--- src/hw/rtl/wsd_pkg.sv ---
package wsd_pkg;

   localparam int LENGTH_BITS_DEFAULT = 64;

   // Second header byte length codes
   localparam logic [6:0] LEN_CODE_EXT16 = 7'd126;
   localparam logic [6:0] LEN_CODE_EXT64 = 7'd127;

   typedef struct packed {
      logic       empty_frame;
      logic       frame_end;
      logic [6:0] message_type;
      logic [7:0] payload_byte;
   } rsp_type;

endpackage

--- src/hw/rtl/websocket_frame_deframer.sv ---
// WebSocket frame deframer, receive side.
// req_ carries the received stream, one byte per transfer. rsp_ carries one
// transfer per payload byte, unmasked, with the frame's message type; tlast
// marks the last transfer of a frame. A frame with no payload gives a single
// transfer with tuser set, tlast set and a zero byte. Other header bytes give
// no transfer.
// A payload byte is unmasked as it is accepted and registered in the result
// registers. Bytes are accepted one per cycle while the skid register is
// empty; the header parser updates its state in the same cycle the byte is
// accepted. The result side has a main register and a one-entry skid register,
// so a byte can be accepted while a result waits. While both registers are
// full, req_tready is low until the main register drains.
// Reset clears the parser to expect the first header byte of a new frame and
// empties both result registers.
module websocket_frame_deframer #(
   parameter int LENGTH_BITS = wsd_pkg::LENGTH_BITS_DEFAULT
) (
   input  logic        clock,
   input  logic        reset,
   input  logic        req_tvalid,
   output logic        req_tready,
   input  logic [7:0]  req_tdata,   // [7:0] rx_byte
   output logic        rsp_tvalid,
   input  logic        rsp_tready,
   output logic [15:0] rsp_tdata,   // [7:0] payload_byte, [14:8] message_type, [15] zero
   output logic        rsp_tlast,
   output logic        rsp_tuser    // [0] empty_frame
);

   logic             accept;
   logic             res_valid;
   wsd_pkg::rsp_type res;
   wsd_pkg::rsp_type out_data;

   assign accept = req_tvalid && req_tready;

   wsd_parser #(
      .LENGTH_BITS(LENGTH_BITS)
   ) u_parser (
      .clock      (clock),
      .reset      (reset),
      .byte_valid (accept),
      .rx_byte    (req_tdata),
      .res_valid  (res_valid),
      .res        (res)
   );

   wsd_out_buf u_out_buf (
      .clock     (clock),
      .reset     (reset),
      .push      (res_valid),
      .push_data (res),
      .in_ready  (req_tready),
      .out_valid (rsp_tvalid),
      .out_ready (rsp_tready),
      .out_data  (out_data)
   );

   assign rsp_tdata = {1'b0, out_data.message_type, out_data.payload_byte};
   assign rsp_tlast = out_data.frame_end;
   assign rsp_tuser = out_data.empty_frame;

   // Upstream is only held off while a result is pending
   assert property (@(posedge clock) disable iff (reset)
      !req_tready |-> rsp_tvalid)
      else $error("req_tready low with no result pending");

   // An empty frame result closes its frame and carries no byte
   assert property (@(posedge clock) disable iff (reset)
      rsp_tvalid && rsp_tuser |-> rsp_tlast && (rsp_tdata[7:0] == 8'd0))
      else $error("empty frame result malformed");

   // A result produced while the output is stalled fills the skid entry
   assert property (@(posedge clock) disable iff (reset)
      accept && res_valid && rsp_tvalid && !rsp_tready |=> !req_tready)
      else $error("stalled result not held in skid register");

   // An empty frame result is also marked as frame end
   assert property (@(posedge clock) disable iff (reset)
      res_valid && res.empty_frame |-> res.frame_end)
      else $error("empty frame result without frame end");

endmodule

--- src/hw/rtl/wsd_parser.sv ---
module wsd_parser #(
   parameter int LENGTH_BITS = wsd_pkg::LENGTH_BITS_DEFAULT
) (
   input  logic             clock,
   input  logic             reset,
   input  logic             byte_valid,
   input  logic [7:0]       rx_byte,
   output logic             res_valid,
   output wsd_pkg::rsp_type res
);

   typedef enum logic [2:0] {
      PH_HDR0  = 3'd0,
      PH_HDR1  = 3'd1,
      PH_EXT16 = 3'd2,
      PH_EXT64 = 3'd3,
      PH_MASK  = 3'd4,
      PH_DATA  = 3'd5
   } phase_type;

   localparam logic [2:0] EXT16_LAST = 3'd1;
   localparam logic [2:0] EXT64_LAST = 3'd7;
   localparam logic [2:0] MASK_LAST  = 3'd3;

   phase_type              phase_ff, phase_in;
   logic [6:0]             type_ff, type_in;
   logic                   mask_ff, mask_in;
   logic [2:0]             cnt_ff, cnt_in;
   logic [LENGTH_BITS-1:0] len_ff, len_in;    // counts down through the payload
   logic [31:0]            key_ff, key_in;
   logic [1:0]             idx_ff, idx_in;
   logic                   len_done, key_done, emit;
   logic [7:0]             key_byte;
   logic [LENGTH_BITS-1:0] len_shift;
   wsd_pkg::rsp_type       res_c;

   always_comb begin
      if (len_ff[LENGTH_BITS-1 -: 8] != 8'd0) begin
         len_shift = '1;
      end else begin
         len_shift = {len_ff[LENGTH_BITS-9:0], rx_byte};
      end
   end

   assign key_byte = key_ff[{~idx_ff, 3'b000} +: 8];

   always_comb begin
      phase_in = phase_ff;
      type_in  = type_ff;
      mask_in  = mask_ff;
      cnt_in   = cnt_ff;
      len_in   = len_ff;
      key_in   = key_ff;
      idx_in   = idx_ff;
      len_done = 1'b0;
      key_done = 1'b0;
      emit     = 1'b0;
      res_c    = '0;
      unique case (phase_ff)
         PH_HDR1: begin
            mask_in = rx_byte[7];
            key_in  = '0;
            cnt_in  = '0;
            if (rx_byte[6:0] == wsd_pkg::LEN_CODE_EXT16) begin
               len_in   = '0;
               phase_in = PH_EXT16;
            end else if (rx_byte[6:0] == wsd_pkg::LEN_CODE_EXT64) begin
               len_in   = '0;
               phase_in = PH_EXT64;
            end else begin
               len_in   = LENGTH_BITS'(rx_byte[6:0]);
               len_done = 1'b1;
            end
         end
         PH_EXT16, PH_EXT64: begin
            len_in = len_shift;
            cnt_in = cnt_ff + 3'd1;
            if (cnt_ff == ((phase_ff == PH_EXT16) ? EXT16_LAST : EXT64_LAST)) begin
               len_done = 1'b1;
            end
         end
         PH_MASK: begin
            key_in = {key_ff[23:0], rx_byte};
            cnt_in = cnt_ff + 3'd1;
            if (cnt_ff == MASK_LAST) begin
               key_done = 1'b1;
            end
         end
         PH_DATA: begin
            emit               = 1'b1;
            res_c.payload_byte = rx_byte ^ key_byte;
            res_c.message_type = type_ff;
            res_c.frame_end    = (len_ff == LENGTH_BITS'(1));
            len_in             = len_ff - LENGTH_BITS'(1);
            idx_in             = idx_ff + 2'd1;
            if (res_c.frame_end) begin
               phase_in = PH_HDR0;
            end
         end
         default: begin
            type_in  = rx_byte[6:0];
            phase_in = PH_HDR1;
         end
      endcase

      // Length known: fetch the key, or close the header
      if (len_done && mask_in) begin
         cnt_in   = '0;
         phase_in = PH_MASK;
      end else if (len_done || key_done) begin
         idx_in = '0;
         if (len_in == '0) begin
            emit               = 1'b1;
            res_c.message_type = type_ff;
            res_c.frame_end    = 1'b1;
            res_c.empty_frame  = 1'b1;
            phase_in           = PH_HDR0;
         end else begin
            phase_in = PH_DATA;
         end
      end
   end

   assign res_valid = byte_valid && emit;
   assign res       = res_c;

   always_ff @(posedge clock) begin
      if (reset) begin
         phase_ff <= PH_HDR0;
         type_ff  <= '0;
         mask_ff  <= 1'b0;
         cnt_ff   <= '0;
         len_ff   <= '0;
         key_ff   <= '0;
         idx_ff   <= '0;
      end else if (byte_valid) begin
         phase_ff <= phase_in;
         type_ff  <= type_in;
         mask_ff  <= mask_in;
         cnt_ff   <= cnt_in;
         len_ff   <= len_in;
         key_ff   <= key_in;
         idx_ff   <= idx_in;
      end
   end

endmodule

--- src/hw/rtl/wsd_out_buf.sv ---
module wsd_out_buf (
   input  logic             clock,
   input  logic             reset,
   input  logic             push,
   input  wsd_pkg::rsp_type push_data,
   output logic             in_ready,
   output logic             out_valid,
   input  logic             out_ready,
   output wsd_pkg::rsp_type out_data
);

   logic             main_valid_ff, main_valid_in;
   logic             skid_valid_ff, skid_valid_in;
   wsd_pkg::rsp_type main_ff, main_in;
   wsd_pkg::rsp_type skid_ff, skid_in;
   logic             pop;

   assign pop       = main_valid_ff && out_ready;
   assign in_ready  = !skid_valid_ff;
   assign out_valid = main_valid_ff;
   assign out_data  = main_ff;

   always_comb begin
      main_valid_in = main_valid_ff;
      skid_valid_in = skid_valid_ff;
      main_in       = main_ff;
      skid_in       = skid_ff;
      if (skid_valid_ff) begin
         // Upstream is held off; drain the skid into the main register
         if (pop) begin
            main_in       = skid_ff;
            skid_valid_in = 1'b0;
         end
      end else if (push) begin
         if (!main_valid_ff || pop) begin
            main_in       = push_data;
            main_valid_in = 1'b1;
         end else begin
            skid_in       = push_data;
            skid_valid_in = 1'b1;
         end
      end else if (pop) begin
         main_valid_in = 1'b0;
      end
   end

   always_ff @(posedge clock) begin
      if (reset) begin
         main_valid_ff <= 1'b0;
         skid_valid_ff <= 1'b0;
      end else begin
         main_valid_ff <= main_valid_in;
         skid_valid_ff <= skid_valid_in;
      end
      main_ff <= main_in;
      skid_ff <= skid_in;
   end

endmodule

--- config.mk ---
export PLATFORM = sky130hd
export DESIGN_NAME = websocket_frame_deframer
export DESIGN_NICKNAME = d
export VERILOG_FILES = /design/src/hw/rtl/wsd_pkg.sv /design/src/hw/rtl/websocket_frame_deframer.sv /design/src/hw/rtl/wsd_parser.sv /design/src/hw/rtl/wsd_out_buf.sv
export SDC_FILE = /design/constraint.sdc
export NUM_CORES = 1
export LEC_CHECK = 0
export ABC_AREA = 1
export ABC_CLOCK_PERIOD_IN_PS = 4710
export BUFFER_PORTS_ARGS = -buffer_cell sky130_fd_sc_hd__buf_2
export CAP_MARGIN = 20
export CORE_MARGIN = 2
export CORE_UTILIZATION = 30
export DETAILED_ROUTE_END_ITERATION = 12
export SYNTH_ARGS = -nofsm -noshare
export SYNTH_HDL_FRONTEND = slang
export SYNTH_SLANG_ARGS = --single-unit
export TNS_END_PERCENT = 20
--- constraint.sdc ---
create_clock -name clock -period 4.71 [get_ports clock]
set_input_delay 0.471 -clock clock [delete_from_list [all_inputs] [get_ports clock]]
set_output_delay 0.471 -clock clock [all_outputs]
set_load 0.02 [all_outputs]
==> Word level (Yosys, flattened, before mapping) <==
Index checks and enable logic that the tools add are counted.
{ "op_classes": {"n_addsub": 3, "n_eq_ne": 15, "n_shift": 1, "mux": 44, "bitwise_logic": 5, "reduce_logical": 25} }
{ "ops": {"columns": ["cell", "count"], "rows": [
  ["64-bit one-hot mux with 3 select lines", 1],
  ["64-bit 2-to-1 mux", 2],
  ["17-bit 2-to-1 mux", 4],
  ["64-bit by 1-bit equality test with 1-bit output (second input constant)", 1],
  ["64-bit zero test", 1],
  ["32-bit one-hot mux with 2 select lines", 1],
  ["64-bit by 1-bit subtractor with 64-bit output (second input constant)", 1],
  ["32-bit by 6-bit indexed part select with 8-bit output", 1],
  ["9-bit 2-to-1 mux", 3],
  ["3-bit 2-to-1 mux", 8],
  ["1-bit 2-to-1 mux", 17],
  ["16-bit 2-to-1 mux", 1],
  ["7-bit equality test (second input constant)", 2],
  ["3-bit by 2-bit equality test with 1-bit output (second input constant)", 3],
  ["3-bit one-hot mux with 3 select lines", 1],
  ["3-bit AND reduction", 3],
  ["2-bit nonzero test", 4],
  ["8-bit nonzero test", 1],
  ["8-bit bitwise XOR", 1],
  ["7-bit 2-to-1 mux", 1],
  ["3-bit equality test (second input constant)", 2],
  ["2-bit 2-to-1 mux", 3],
  ["3-bit one-hot mux with 2 select lines", 1],
  ["2-bit AND reduction", 3],
  ["other kinds (20)", 27]
]} }
{ "word_totals": {"ff_bits": 148, "in_bits": 12, "output_inout_bits": 20, "elab_cells": 110} }

==> Depth between registers and ports, before layout <==
Gate-level depths: netlist of the first run.
{ "depth": {"depth_word": 11, "ltp_mapped": 21, "mapped_depth_nobuf": 21} }

==> Modules after synthesis <==
From an unflattened synthesis of the first run, not the netlist that was laid out.
{ "hier_totals": {"cells_unflattened": 1604, "area_unflattened_um2": 9924.5} }
{ "modules_own_cells": {"columns": ["mod", "instances", "cells_each", "area_each_um2", "seq_area_each_um2"], "rows": [
  ["wsd_parser", 1, 1490, 8555.7, 2242.2],
  ["wsd_out_buf", 1, 110, 1350.0, 1061.0],
  ["websocket_frame_deframer", 1, 4, 18.8, 0.0]
]} }

==> Worst setup path after synthesis of the first run <==
No wires, ideal clock.
{ "synth_path": {"path_type": "reg-to-reg", "from": "register u_parser.len_ff[1]", "to": "register u_out_buf.main_ff, in the netlist u_out_buf.out_data[0] (enable)", "setup_ns": 0.397, "arrival_time_ns": 3.026, "t_required_ns": 4.313, "path_slack_ns": 1.287, "stages_incl_launch_ff": 19, "path_buffers": 0, "period_less_slack_ns": 3.423, "cell_sequence": "dfxtp_1 > inv_1 > ha_1 > nand3_1 > inv_1 > nand2_1 > nor2_4 > nand3_1 > nand3_1 > nand3_1 > nor2_1 > nand2_1 > nor2_1 > nand2_1 > nor2_4 > nand3_4 > nand2_4 > nand2_1 > a21oi_1"} }
{ "synth_via": {"elab_chain_cells": 9, "word_cells_on_any_way": 10, "classes_between": "add/sub (1); mux (5); reduce/logical (4)"} }
{ "synth_rtl": {"columns": ["element", "line", "rtl"], "rows": [
  ["start: declaration", "wsd_parser.sv:29", "logic [LENGTH_BITS-1:0] len_ff, len_in;"],
  ["start signal: assignment", "wsd_parser.sv:141", "len_ff <= len_in;"],
  ["64-bit by 1-bit subtractor with 64-bit output or 64-bit 2-to-1 mux (tied branches)", "wsd_parser.sv:94, wsd_parser.sv:38", null],
  ["64-bit one-hot mux with 3 select lines (*)", "wsd_parser.sv:59", "unique case (phase_ff)"],
  ["64-bit zero test (*)", "wsd_parser.sv:112", "if (len_in == '0) begin"],
  ["1-bit 2-to-1 mux (*)", "wsd_parser.sv:112", null],
  ["1-bit 2-to-1 mux (*)", "wsd_parser.sv:110", "end else if (len_done || key_done) begin"],
  ["1-bit 2-to-1 mux (*)", "wsd_parser.sv:107", "if (len_done && mask_in) begin"],
  ["1-bit logical AND (*)", "wsd_parser.sv:124", "assign res_valid = byte_valid && emit;"],
  ["2-bit nonzero test (no source line) (*)", null, null],
  ["3-bit AND reduction (no source line) (*)", null, null],
  ["end signal: assignment", "wsd_out_buf.sv:55", "main_ff <= main_in;"],
  ["end: declaration", "wsd_out_buf.sv:14", "wsd_pkg::rsp_type main_ff, main_in;"]
]} }
Mark *: on every way between the ends. The rest lies on a longest branch, timed or not.
A chain may end at the register's enable or synchronous reset.

==> Worst setup path after layout of the first run <==
{ "layout_path": {"from": "register u_parser.len_ff[1]", "to": "register u_out_buf.skid_ff[1] (netlist name) (enable)"} }
{ "layout_via": {"elab_chain_cells": 8, "word_cells_on_any_way": 9, "classes_between": "add/sub (1); mux (5); reduce/logical (3)"} }
{ "layout_rtl": {"columns": ["element", "line", "rtl"], "rows": [
  ["64-bit by 1-bit subtractor with 64-bit output or 64-bit 2-to-1 mux (tied branches)", "wsd_parser.sv:94, wsd_parser.sv:38", null],
  ["64-bit one-hot mux with 3 select lines (*)", "wsd_parser.sv:59", null],
  ["64-bit zero test (*)", "wsd_parser.sv:112", null],
  ["1-bit 2-to-1 mux (*)", "wsd_parser.sv:112", null],
  ["1-bit 2-to-1 mux (*)", "wsd_parser.sv:110", null],
  ["1-bit 2-to-1 mux (*)", "wsd_parser.sv:107", null],
  ["1-bit logical AND (*)", "wsd_parser.sv:124", null],
  ["3-bit AND reduction (no source line) (*)", null, null],
  ["end signal: assignment", "wsd_out_buf.sv:56", "skid_ff <= skid_in;"],
  ["end: declaration", "wsd_out_buf.sv:15", "wsd_pkg::rsp_type skid_ff, skid_in;"]
]} }
Marked as above.

==> impl_metrics.toml, run 1 <==
[run_status]
status = "completed"

[cts]
numCtsBuffers = 17
clk_latency_ps = 440
hold_buffers = 0
root_buffer = "clkbuf_16"
tritoncts = "done"
postCtsSetupRepairBufs = 0
cts_resized = 0
clk_pin_slew_ps = 70
htreeDepth = 4
cts.sinks = 148
cts_buffer_depth = 2

[routing]
drcViolationCount = 0
firstDrtPassIters = 5
wirelength_um = 29300
ant_nets = 0
via_per_inst = 5.08
num_vias = 10000
wire_per_inst_um = 14.8
drtIter0Drc = 854

[logic_synthesis]
synthCells = 1563
syn_avg_cell_area_um2 = 6.14
synth_seq_cells = 148
async_flop_share = 0
synth_edf_count = 34
synth_cell_types = 39
yosysSeqAreaShare = 0.344
ys.flop_type = "dfxtp_1"
syn-num-nets = 1579
yosysWarnings = 0
synth_area_um2 = 9590

[final_layout]
drive_above_1_share = 0.0777
fillers = 3462
stdcell_count = 1973
area_delta_synth_final_pct = 11.6
diodes = 0
stdcell_area_um2 = 10700
finalNetCount = 1574

[sta]
tightest_slew_ps = 986
setup_tns_ps = 0
finalClockSkew_ps = 8.56
rsz0062_at_grt = "false"
max-slew-margin-rel = 0.338
hold_viol_final = 0
min_period_ps = 3710
setup_viol = 0
slew_violations = 0
max_freq_ghz = 0.270
fin_crit_sh = 0.787

[floorplan]
rows = 65
floorplan.initialDensity = 0.304
die_x_um = 183
die_y_um = 183
coreArea_um2 = 31600
pin_count = 32
die-area_um2 = 33400

[place]
io_buffer_count = 30
dpl.hpwl_um = 20600
gp_routability_congestion = 0.895
dp.cells = 1941
placed_area_um2 = 10100

[pwr]
internal_power_mw = 2.45
p_comb_frac = 0.283
p_sw_mw = 1.56
p_leak_nw = 4.73
power_density_nw_per_um2 = 375
power_frac_seq = 0.370
ir_worst_vdd_mv = 0.269
clkPwrFrac = 0.347
switching_share = 0.390

[worst_setup_path]
required_ps = 4790
arrival_ps = 3780
endpoint_kind = "flip-flop"
cp-start-kind = "flip-flop"
critical_path.max_fanout = 17
crit_type = "flip-flop to flip-flop"

[global_route]
gr-total-overflow = 0
grt_usage = 0.176
grt_first_pass_wirelength_um = 47300
grt_antenna_before_repair = 0
grt_pass1_vias = 9009
grt_max_degree = 78

[flow_run]
maxCapViolCount = 0

[min_path]
hold_path.class = "primary input to flip-flop"
==> critical path: stages, from the launching register on <==
cell and delay [ps]:
dfxtp_1 320, inv_1 170, ha_1 330, nand3_1 180, inv_1 130, nand2_1 180
nor2_4 240, nand3_1 100, nand3_1 90, nand3_1 90, nor2_1 140, nand2_1 150
nor2_1 120, nand2_1 90, nor2_4 170, nand3_4 120, nand2_4 120, nand3_1 100
inv_1 480
==> power groups by stage <==
stage | Clock, mW | Sequential (mW) | Combinational (mW)
after floorplan | 0 | 1.47 | 0.823
after global placement | 0 | 1.51 | 1.11
after detailed placement | 0 | 1.51 | 1.11
after CTS | 1.42 | 1.48 | 1.12
after global routing | 1.48 | 1.49 | 1.28
final | 1.39 | 1.48 | 1.13
==> area by class of cell <==
type	instances	area (um^2)	share of cell area
clock buffer	17	425	0.0398
clock inverter	15	158	0.0147
inverter	186	698	0.0653
multi-input combinational	1161	5350	0.500
sequential	148	3300	0.309
tap	402	503	0.0470
timing repair buffer	44	258	0.0241
==> routing by layer <==
| metal | up-vias | global-route usage | part of all wire |
|---|---|---|---|
| li1 | 5079 | - | - |
| met1 | 4567 | 0.252 | 0.48 |
| met2 | 336 | 0.271 | 0.44 |
| met3 | 38 | 0.0290 | 0.059 |
| met4 | 0 | 0.0570 | 0.017 |
| met5 | - | 0 | 0 |
==> metrics by stage <==
stage	util	hold slack [ps]	power [mW]	worst slack (ps)
after floorplan	-	441	2.29	1290
after global placement	0.321	449	2.62	1120
after detailed placement	0.321	454	2.62	1070
after CTS	0.339	278	4.02	1050
after global routing	0.339	319	4.24	719
final	0.339	295	4.01	1000
==> final timing paths <==
path	slack, ps	from	cells past startpoint	to
min	290	req_tdata[6]	3	u_parser.key_ff[6]$_SDFFE_PP0P_
max reg2reg	1000	u_parser.len_ff[1]$_SDFFE_PP0P_	18	u_out_buf.skid_ff[1]$_DFFE_PP_
min reg2reg	460	u_parser.key_ff[29]$_SDFFE_PP0P_	2	u_parser.key_ff[29]$_SDFFE_PP0P_
max	1000	u_parser.len_ff[1]$_SDFFE_PP0P_	18	u_out_buf.skid_ff[1]$_DFFE_PP_
==> cell usage after synthesis (3+ instances only) <==
master | count | area (um^2)
nor2_2 | 13 | 81.3
edfxtp_1 | 34 | 1020
nor2_4 | 8 | 90.1
nand3_1 | 157 | 786
clkbuf_1 | 55 | 206
a32o_1 | 5 | 50.1
buf_1 | 7 | 26.3
o211ai_1 | 4 | 30.0
nand2_2 | 7 | 43.8
dfxtp_1 | 114 | 2280
and3_1 | 3 | 18.8
ha_1 | 4 | 50.1
a21oi_1 | 127 | 636
inv_2 | 6 | 22.5
nor2_1 | 192 | 721
nor3_1 | 7 | 35.0
nand2_1 | 430 | 1610
nand4_1 | 7 | 43.8
nand2_4 | 3 | 33.8
a211oi_1 | 4 | 30.0
inv_1 | 179 | 672
o21ai_0 | 155 | 776
o2111ai_1 | 7 | 61.3
buf_2 | 5 | 25.0
o21ai_1 | 12 | 60.1
==> layout by cell type (no fill, tap or decap), drive strengths merged, types with 2 or more instances in the layout <==
cell and count:
nand2 440, nor3b 2, clkinv 2, nor3 8, nand3b 2, clkbuf 17, nand4 7, nand3 159
edfxtp 34, inv 196, o2111ai 7, and3 3, o21ai 167, clkinvlp 2, o211ai 4, dfxtp 114
nor2 215, a21oi 127, a211oi 4, buf 44, ha 4, a32o 5
==> registers in the layout, indices dropped and copies added, names as in the netlist <==
name and cells:
u_parser.len_ff 64, u_parser.key_ff 32, u_out_buf.out_data 17, u_out_buf.skid_ff 17, u_parser.type_ff 7, u_parser.cnt_ff 3, u_parser.phase_ff 3, u_parser.idx_ff 2
u_out_buf.out_valid 1, u_out_buf.skid_valid_ff 1, u_parser.mask_ff 1
==> cell families (layout without fill, tap and decap cells) <==
kind of cell	Yosys count	in the layout	share of synthesized area
XOR/XNOR	1	1	0.000914
buffers and inverters	254	262	0.100
AND/OR/NAND/NOR	839	839	0.376
AO/OA/AOI/OAI	316	316	0.173
other	1	1	0.000391
adder cells (fa/ha/maj)	4	4	0.00522
flip-flops	148	148	0.344
Note: power is estimated with default switching activity, not from simulation.
==> run 2, diff against run 1 <==
--- a/config.mk
+++ b/config.mk
@@ -6,7 +6,7 @@
 export NUM_CORES = 1
 export LEC_CHECK = 0
 export ABC_AREA = 1
-export ABC_CLOCK_PERIOD_IN_PS = 4710
+export ABC_CLOCK_PERIOD_IN_PS = 3200
 export BUFFER_PORTS_ARGS = -buffer_cell sky130_fd_sc_hd__buf_2
 export CAP_MARGIN = 20
 export CORE_MARGIN = 2
==> constraint.sdc (replaced) <==
create_clock -name clock -period 3.2 [get_ports clock]
set_input_delay 0.32 -clock clock [delete_from_list [all_inputs] [get_ports clock]]
set_output_delay 0.32 -clock clock [all_outputs]
set_load 0.02 [all_outputs]
==> impl_metrics.toml, run 2 (same netlist as run 1, synthesis figures left out) <==
[global_route]
grt_pass1_vias = 9249
use_met2 = 0.283
grt_max_degree = 117
grt_usage = 0.180
grt_antenna_before_repair = 0
grt_first_pass_wirelength_um = 48100
gr-usage-met1 = 0.255
gr-total-overflow = 0
use_met3 = 0.0254
grt_busiest_layer = "met2"

[cts]
root_buffer = "clkbuf_16"
numCtsBuffers = 17
tritoncts = "done"
cts_buffer_depth = 2
cts.sinks = 148
clk_latency_ps = 440
htreeDepth = 4
clk_pin_slew_ps = 70

[final_layout]
top_regs = "u_parser.len_ff x64, u_parser.key_ff x32"
diodes = 0
largest-register = "u_parser.len_ff"
largest_reg_flops = 64
final_cell_mix = "nand2_1, inv_1, o21ai_0"
final_common_cell = "nand2_1"
stdcell_count = 2027
area_delta_synth_final_pct = 19.0
finalNetCount = 1628
drive_above_1_share = 0.147

[sta]
fin_crit_sh = 0.961
setup_tns_ps = 0
max_freq_ghz = 0.325
hold_viol_final = 0
setup_viol = 0
tightest_slew_ps = 687
max-slew-margin-rel = 0.541
rsz0062_at_grt = "true"
holdWs_ps = 157
finalClockSkew_ps = 11.3
slew_violations = 0
min_period_ps = 3070

[worst_setup_path]
required_ps = 3350
r2r_end = "u_out_buf.out_data[13]$_DFFE_PP_"
crit_type = "flip-flop to flip-flop"
endpoint = "u_out_buf.out_data[13]$_DFFE_PP_"
r2r-start = "u_parser.len_ff[19]$_SDFFE_PP0P_"
arrival_ps = 3220
cp-start-kind = "flip-flop"
worst-r2r-cell-count = 18
critical_path.max_fanout = 17
endpoint_kind = "flip-flop"
worstSetupStartpoint = "u_parser.len_ff[19]$_SDFFE_PP0P_"
r2r_setup_slack_ps = 130

[flow_run]
maxCapViolCount = 0

[routing]
drcViolationCount = 0
num_vias = 10400
via_per_inst = 5.12
wire_per_inst_um = 15.0
firstDrtPassIters = 6
wirelength_um = 30400
ant_nets = 0
drtIter0Drc = 1122

[min_path]
worstHoldStart = "req_tdata[5]"
hold_path.class = "primary input to flip-flop"
hold_depth = 3

[place]
io_buffer_count = 30
gp_routability_congestion = 0.895
dp.cells = 1987
dpl.hpwl_um = 21500

[run_status]
status = "completed"

[pwr]
ir_worst_vdd_mv = 0.400
power_mw = 6.09
p_leak_nw = 5.05
power_density_nw_per_um2 = 533

[floorplan]
die_x_um = 183
die_y_um = 183
coreArea_um2 = 31600
die-area_um2 = 33400
rows = 65
floorplan.initialDensity = 0.304
pin_count = 32
[run 2: changes by cell type in the layout (fill, tap and decap cells not counted), moves of 3 or more]
cell,previous run,this run
nand2_2,7,15
nor2_4,10,25
nor2_2,13,42
dfxtp_2,0,3
dfxtp_1,114,111
nand2_1,429,420
buf_4,15,63
nor2_1,190,146
buf_12,0,4
[run 2: metrics by stage]
| stage | cell area (um^2) | util | setup WS [ps] |
|---|---|---|---|
| after CTS | 11100 | 0.352 | 27.0 |
| after global placement | 10500 | 0.333 | -19.4 |
| final | 11400 | 0.362 | 126 |
| after floorplan | 9590 | - | 101 |
| after detailed placement | 10500 | 0.333 | -22.0 |
| after global routing | 11400 | 0.362 | -58.7 |
[run 2: critical path: stages, from the launching register on]
cell and delay, ps:
dfxtp_1 370, nor2_2 160, nand2_1 150, nor2_2 170
nand2_1 120, nor2_4 230, nand3_1 100, nand3_1 100
nand3_1 110, nor2_1 120, nand2_1 80, nor2_1 110
nand2_1 110, nor2_4 190, nand3_4 100, nand2_4 70
nand2_1 80, a21oi_2 210, buf_12 170
[run 2: final cells by class]
type,count,area (um^2)
sequential,148,3310
tap,402,503
multi-input combinational,1161,5590
clock buffer,17,425
fill,3393,20100
clock inverter,15,156
inverter,186,698
timing repair buffer,98,733
[run 2: metal layers]
metal	vias to the layer above	share of wire
li1	5172	-
met1	4790	0.47
met2	376	0.45
met3	43	0.062
met4	0	0.020
met5	-	0
[run 2: worst min-delay path by stage]
stage	endpoint	slack, ps
global route	u_parser.key_ff[5]$_SDFFE_PP0P_	170
CTS	u_parser.key_ff[5]$_SDFFE_PP0P_	140
global placement	u_parser.key_ff[27]$_SDFFE_PP0P_	450
floorplan	u_parser.key_ff[24]$_SDFFE_PP0P_	440
finish	u_parser.key_ff[5]$_SDFFE_PP0P_	160
detailed placement	u_parser.key_ff[27]$_SDFFE_PP0P_	450
[run 2: power breakdown]
group	switching (mW)	internal, mW	total [mW]
Combinational	1.33	0.611	1.94
Sequential	0.140	2.02	2.16
Clock	0.948	1.04	1.99
[run 2: timing repair]
item                                    CTS  global route
buffers inserted                          0             6
endpoints found under the setup margin   17            42
resized for setup                         2            76
hold buffers                              0             0
pin swaps                                 0            15
==> run 3, diff against run 2 <==
--- a/config.mk
+++ b/config.mk
@@ -6,10 +6,9 @@
 export NUM_CORES = 1
 export LEC_CHECK = 0
 export ABC_AREA = 1
-export ABC_CLOCK_PERIOD_IN_PS = 3200
+export ABC_CLOCK_PERIOD_IN_PS = 3600
 export BUFFER_PORTS_ARGS = -buffer_cell sky130_fd_sc_hd__buf_2
 export CAP_MARGIN = 20
-export CORE_MARGIN = 2
 export CORE_UTILIZATION = 30
 export DETAILED_ROUTE_END_ITERATION = 12
 export SYNTH_ARGS = -nofsm -noshare
==> constraint.sdc (replaced) <==
create_clock -name clock -period 3.6 [get_ports clock]
set_input_delay 0.36 -clock clock [delete_from_list [all_inputs] [get_ports clock]]
set_output_delay 0.36 -clock clock [all_outputs]
set_load 0.02 [all_outputs]
==> impl_metrics.toml, run 3 (same netlist as run 1, synthesis figures left out) <==
[run_status]
status = "completed"

[global_route]
grt_usage = 0.182
grt_antenna_before_repair = 0
grt_max_degree = 62
gr-total-overflow = 0
grt_pass1_vias = 9197
grt_first_pass_wirelength_um = 48200

[sta]
finalClockSkew_ps = 14.6
slew_violations = 0
tightest_slew_ps = 905
setup_viol = 0
hold_viol_final = 0
setup_tns_ps = 0
max_freq_ghz = 0.305
fin_crit_sh = 0.910
timing.final.ws_setup_ps = 323
rsz0062_at_grt = "false"
min_period_ps = 3280
max-slew-margin-rel = 0.396

[cts]
htreeDepth = 4
numCtsBuffers = 17
clk_pin_slew_ps = 70
cts.sinks = 148
clk_latency_ps = 440
tritoncts = "done"
root_buffer = "clkbuf_16"
cts_buffer_depth = 2

[floorplan]
die_y_um = 181
die_x_um = 181
die-area_um2 = 32700
rows = 65
floorplan.initialDensity = 0.305
pin_count = 32
coreArea_um2 = 31500

[final_layout]
stdcell_count = 1988
diodes = 0
final_common_cell = "nand2_1"
final_cell_mix = "nand2_1, nor2_1, inv_1"
area_delta_synth_final_pct = 13.6
drive_above_1_share = 0.0883
fillers = 3386
top_regs = "u_parser.len_ff x64, u_parser.key_ff x32"
multiInputGateArea_um2 = 5370
largest-register = "u_parser.len_ff"
finalNetCount = 1589
regArea_um2 = 3300
stdcell_area_um2 = 10900
largest_reg_flops = 64

[pwr]
power_density_nw_per_um2 = 490
ir_worst_vdd_mv = 0.333
internal_power_mw = 3.25
switching_share = 0.391
power_frac_seq = 0.363
clkPwrFrac = 0.350
p_sw_mw = 2.08
p_leak_nw = 4.83
p_comb_frac = 0.287

[worst_setup_path]
arrival_ps = 3420
cp_top_family = "simple AND/OR/NAND/NOR gates"
endpoint_kind = "flip-flop"
cp_cell_sequence = "inv_1 > ha_4 > nand3_1 > inv_1 > nand2_1 > nor2_4 > nand3_1 > nand3_1 > nand3_1 > nor2_1 > nand2_1 > nor2_1 > nand2_1 > nor2_4 > nand3_4 > nand2_4 > nand2_1 > a21oi_1 > buf_6"
crit_type = "flip-flop to flip-flop"
slowest_delay_ps = 320
critical_path.max_fanout = 17
path_buf_inv = 3
critPathSlowestCell = "dfxtp_1"
required_ps = 3740
cp-start-kind = "flip-flop"

[place]
dp_slack_ps = 211
placed_area_um2 = 10300
io_buffer_count = 30
gp_routability_congestion = 0.876
dp.cells = 1955
dpl.hpwl_um = 20900

[routing]
via_per_inst = 5.10
drcViolationCount = 0
firstDrtPassIters = 5
drtIter0Drc = 1200
ant_nets = 0
num_vias = 10100
wire_per_inst_um = 14.8
wirelength_um = 29400

[min_path]
hold_path.class = "primary input to flip-flop"

[flow_run]
maxCapViolCount = 0
[run 3: cell types whose count changed in the layout (fill, tap and decap cells not counted), sizes merged]
| cell | change |
|---|---|
| buf | -38 |
| bufinv | +1 |
| clkbuf | -1 |
| clkinv | -1 |
| clkinvlp | -1 |
| inv | +1 |
[run 3: repair_timing]
action / in CTS / in global routing
buffers inserted: 0 / 1
resized for setup: 0 / 4
hold buffers: 0 / 0
endpoints found under the setup margin: 0 / 34
[run 3: path summary, 6_finish.rpt]
path | from | to | slack (ps) | depth (start not counted)
max | u_parser.len_ff[1]$_SDFFE_PP0P_ | u_out_buf.out_data[5]$_DFFE_PP_ | 320 | 19
min | req_tdata[6] | u_parser.key_ff[6]$_SDFFE_PP0P_ | 190 | 3
max reg2reg | u_parser.len_ff[1]$_SDFFE_PP0P_ | u_out_buf.out_data[5]$_DFFE_PP_ | 320 | 19
min reg2reg | u_parser.key_ff[27]$_SDFFE_PP0P_ | u_parser.key_ff[27]$_SDFFE_PP0P_ | 460 | 2
[run 3: power by group through the flow]
stage               Sequential (mW)  Clock [mW]  Combinational [mW]
floorplan                      1.92           0                1.08
finish                         1.93        1.87                1.53
detailed placement             1.96           0                1.50
global placement               1.96           0                1.50
CTS                            1.93        1.90                1.51
global route                   1.95        1.96                1.72
[run 3: per-stage QoR]
| stage | power, mW | hold slack (ps) | utilization |
|---|---|---|---|
| after floorplan | 3.00 | 441 | - |
| after global placement | 3.46 | 449 | 0.326 |
| after detailed placement | 3.46 | 453 | 0.326 |
| after CTS | 5.33 | 173 | 0.345 |
| after global routing | 5.63 | 192 | 0.346 |
| final | 5.33 | 188 | 0.346 |
[run 3: cell type report]
| class | instances | share of cell area |
|---|---|---|
| timing repair buffer | 59 | 0.0378 |
| tap | 402 | 0.0462 |
| clock inverter | 15 | 0.0167 |
| inverter | 186 | 0.0641 |
| sequential | 148 | 0.303 |
| multi-input combinational | 1161 | 0.493 |
| clock buffer | 17 | 0.0391 |
[run 3: metal layers]
metal	routed length (um)	track usage	vias to the layer above
li1	-	-	5108
met1	14300	0.255	4695
met2	13100	0.288	301
met3	1510	0.0252	34
met4	484	0.0588	0
met5	0	0	-
[run 3: worst reg2reg max path, delay by kind of cell (launching register included)]
family | cells | cell delay [ps]
simple gates | 14 | 1760
buf+inv | 3 | 520
flops | 1 | 320
fa+ha+maj | 1 | 210
compound gates | 1 | 180
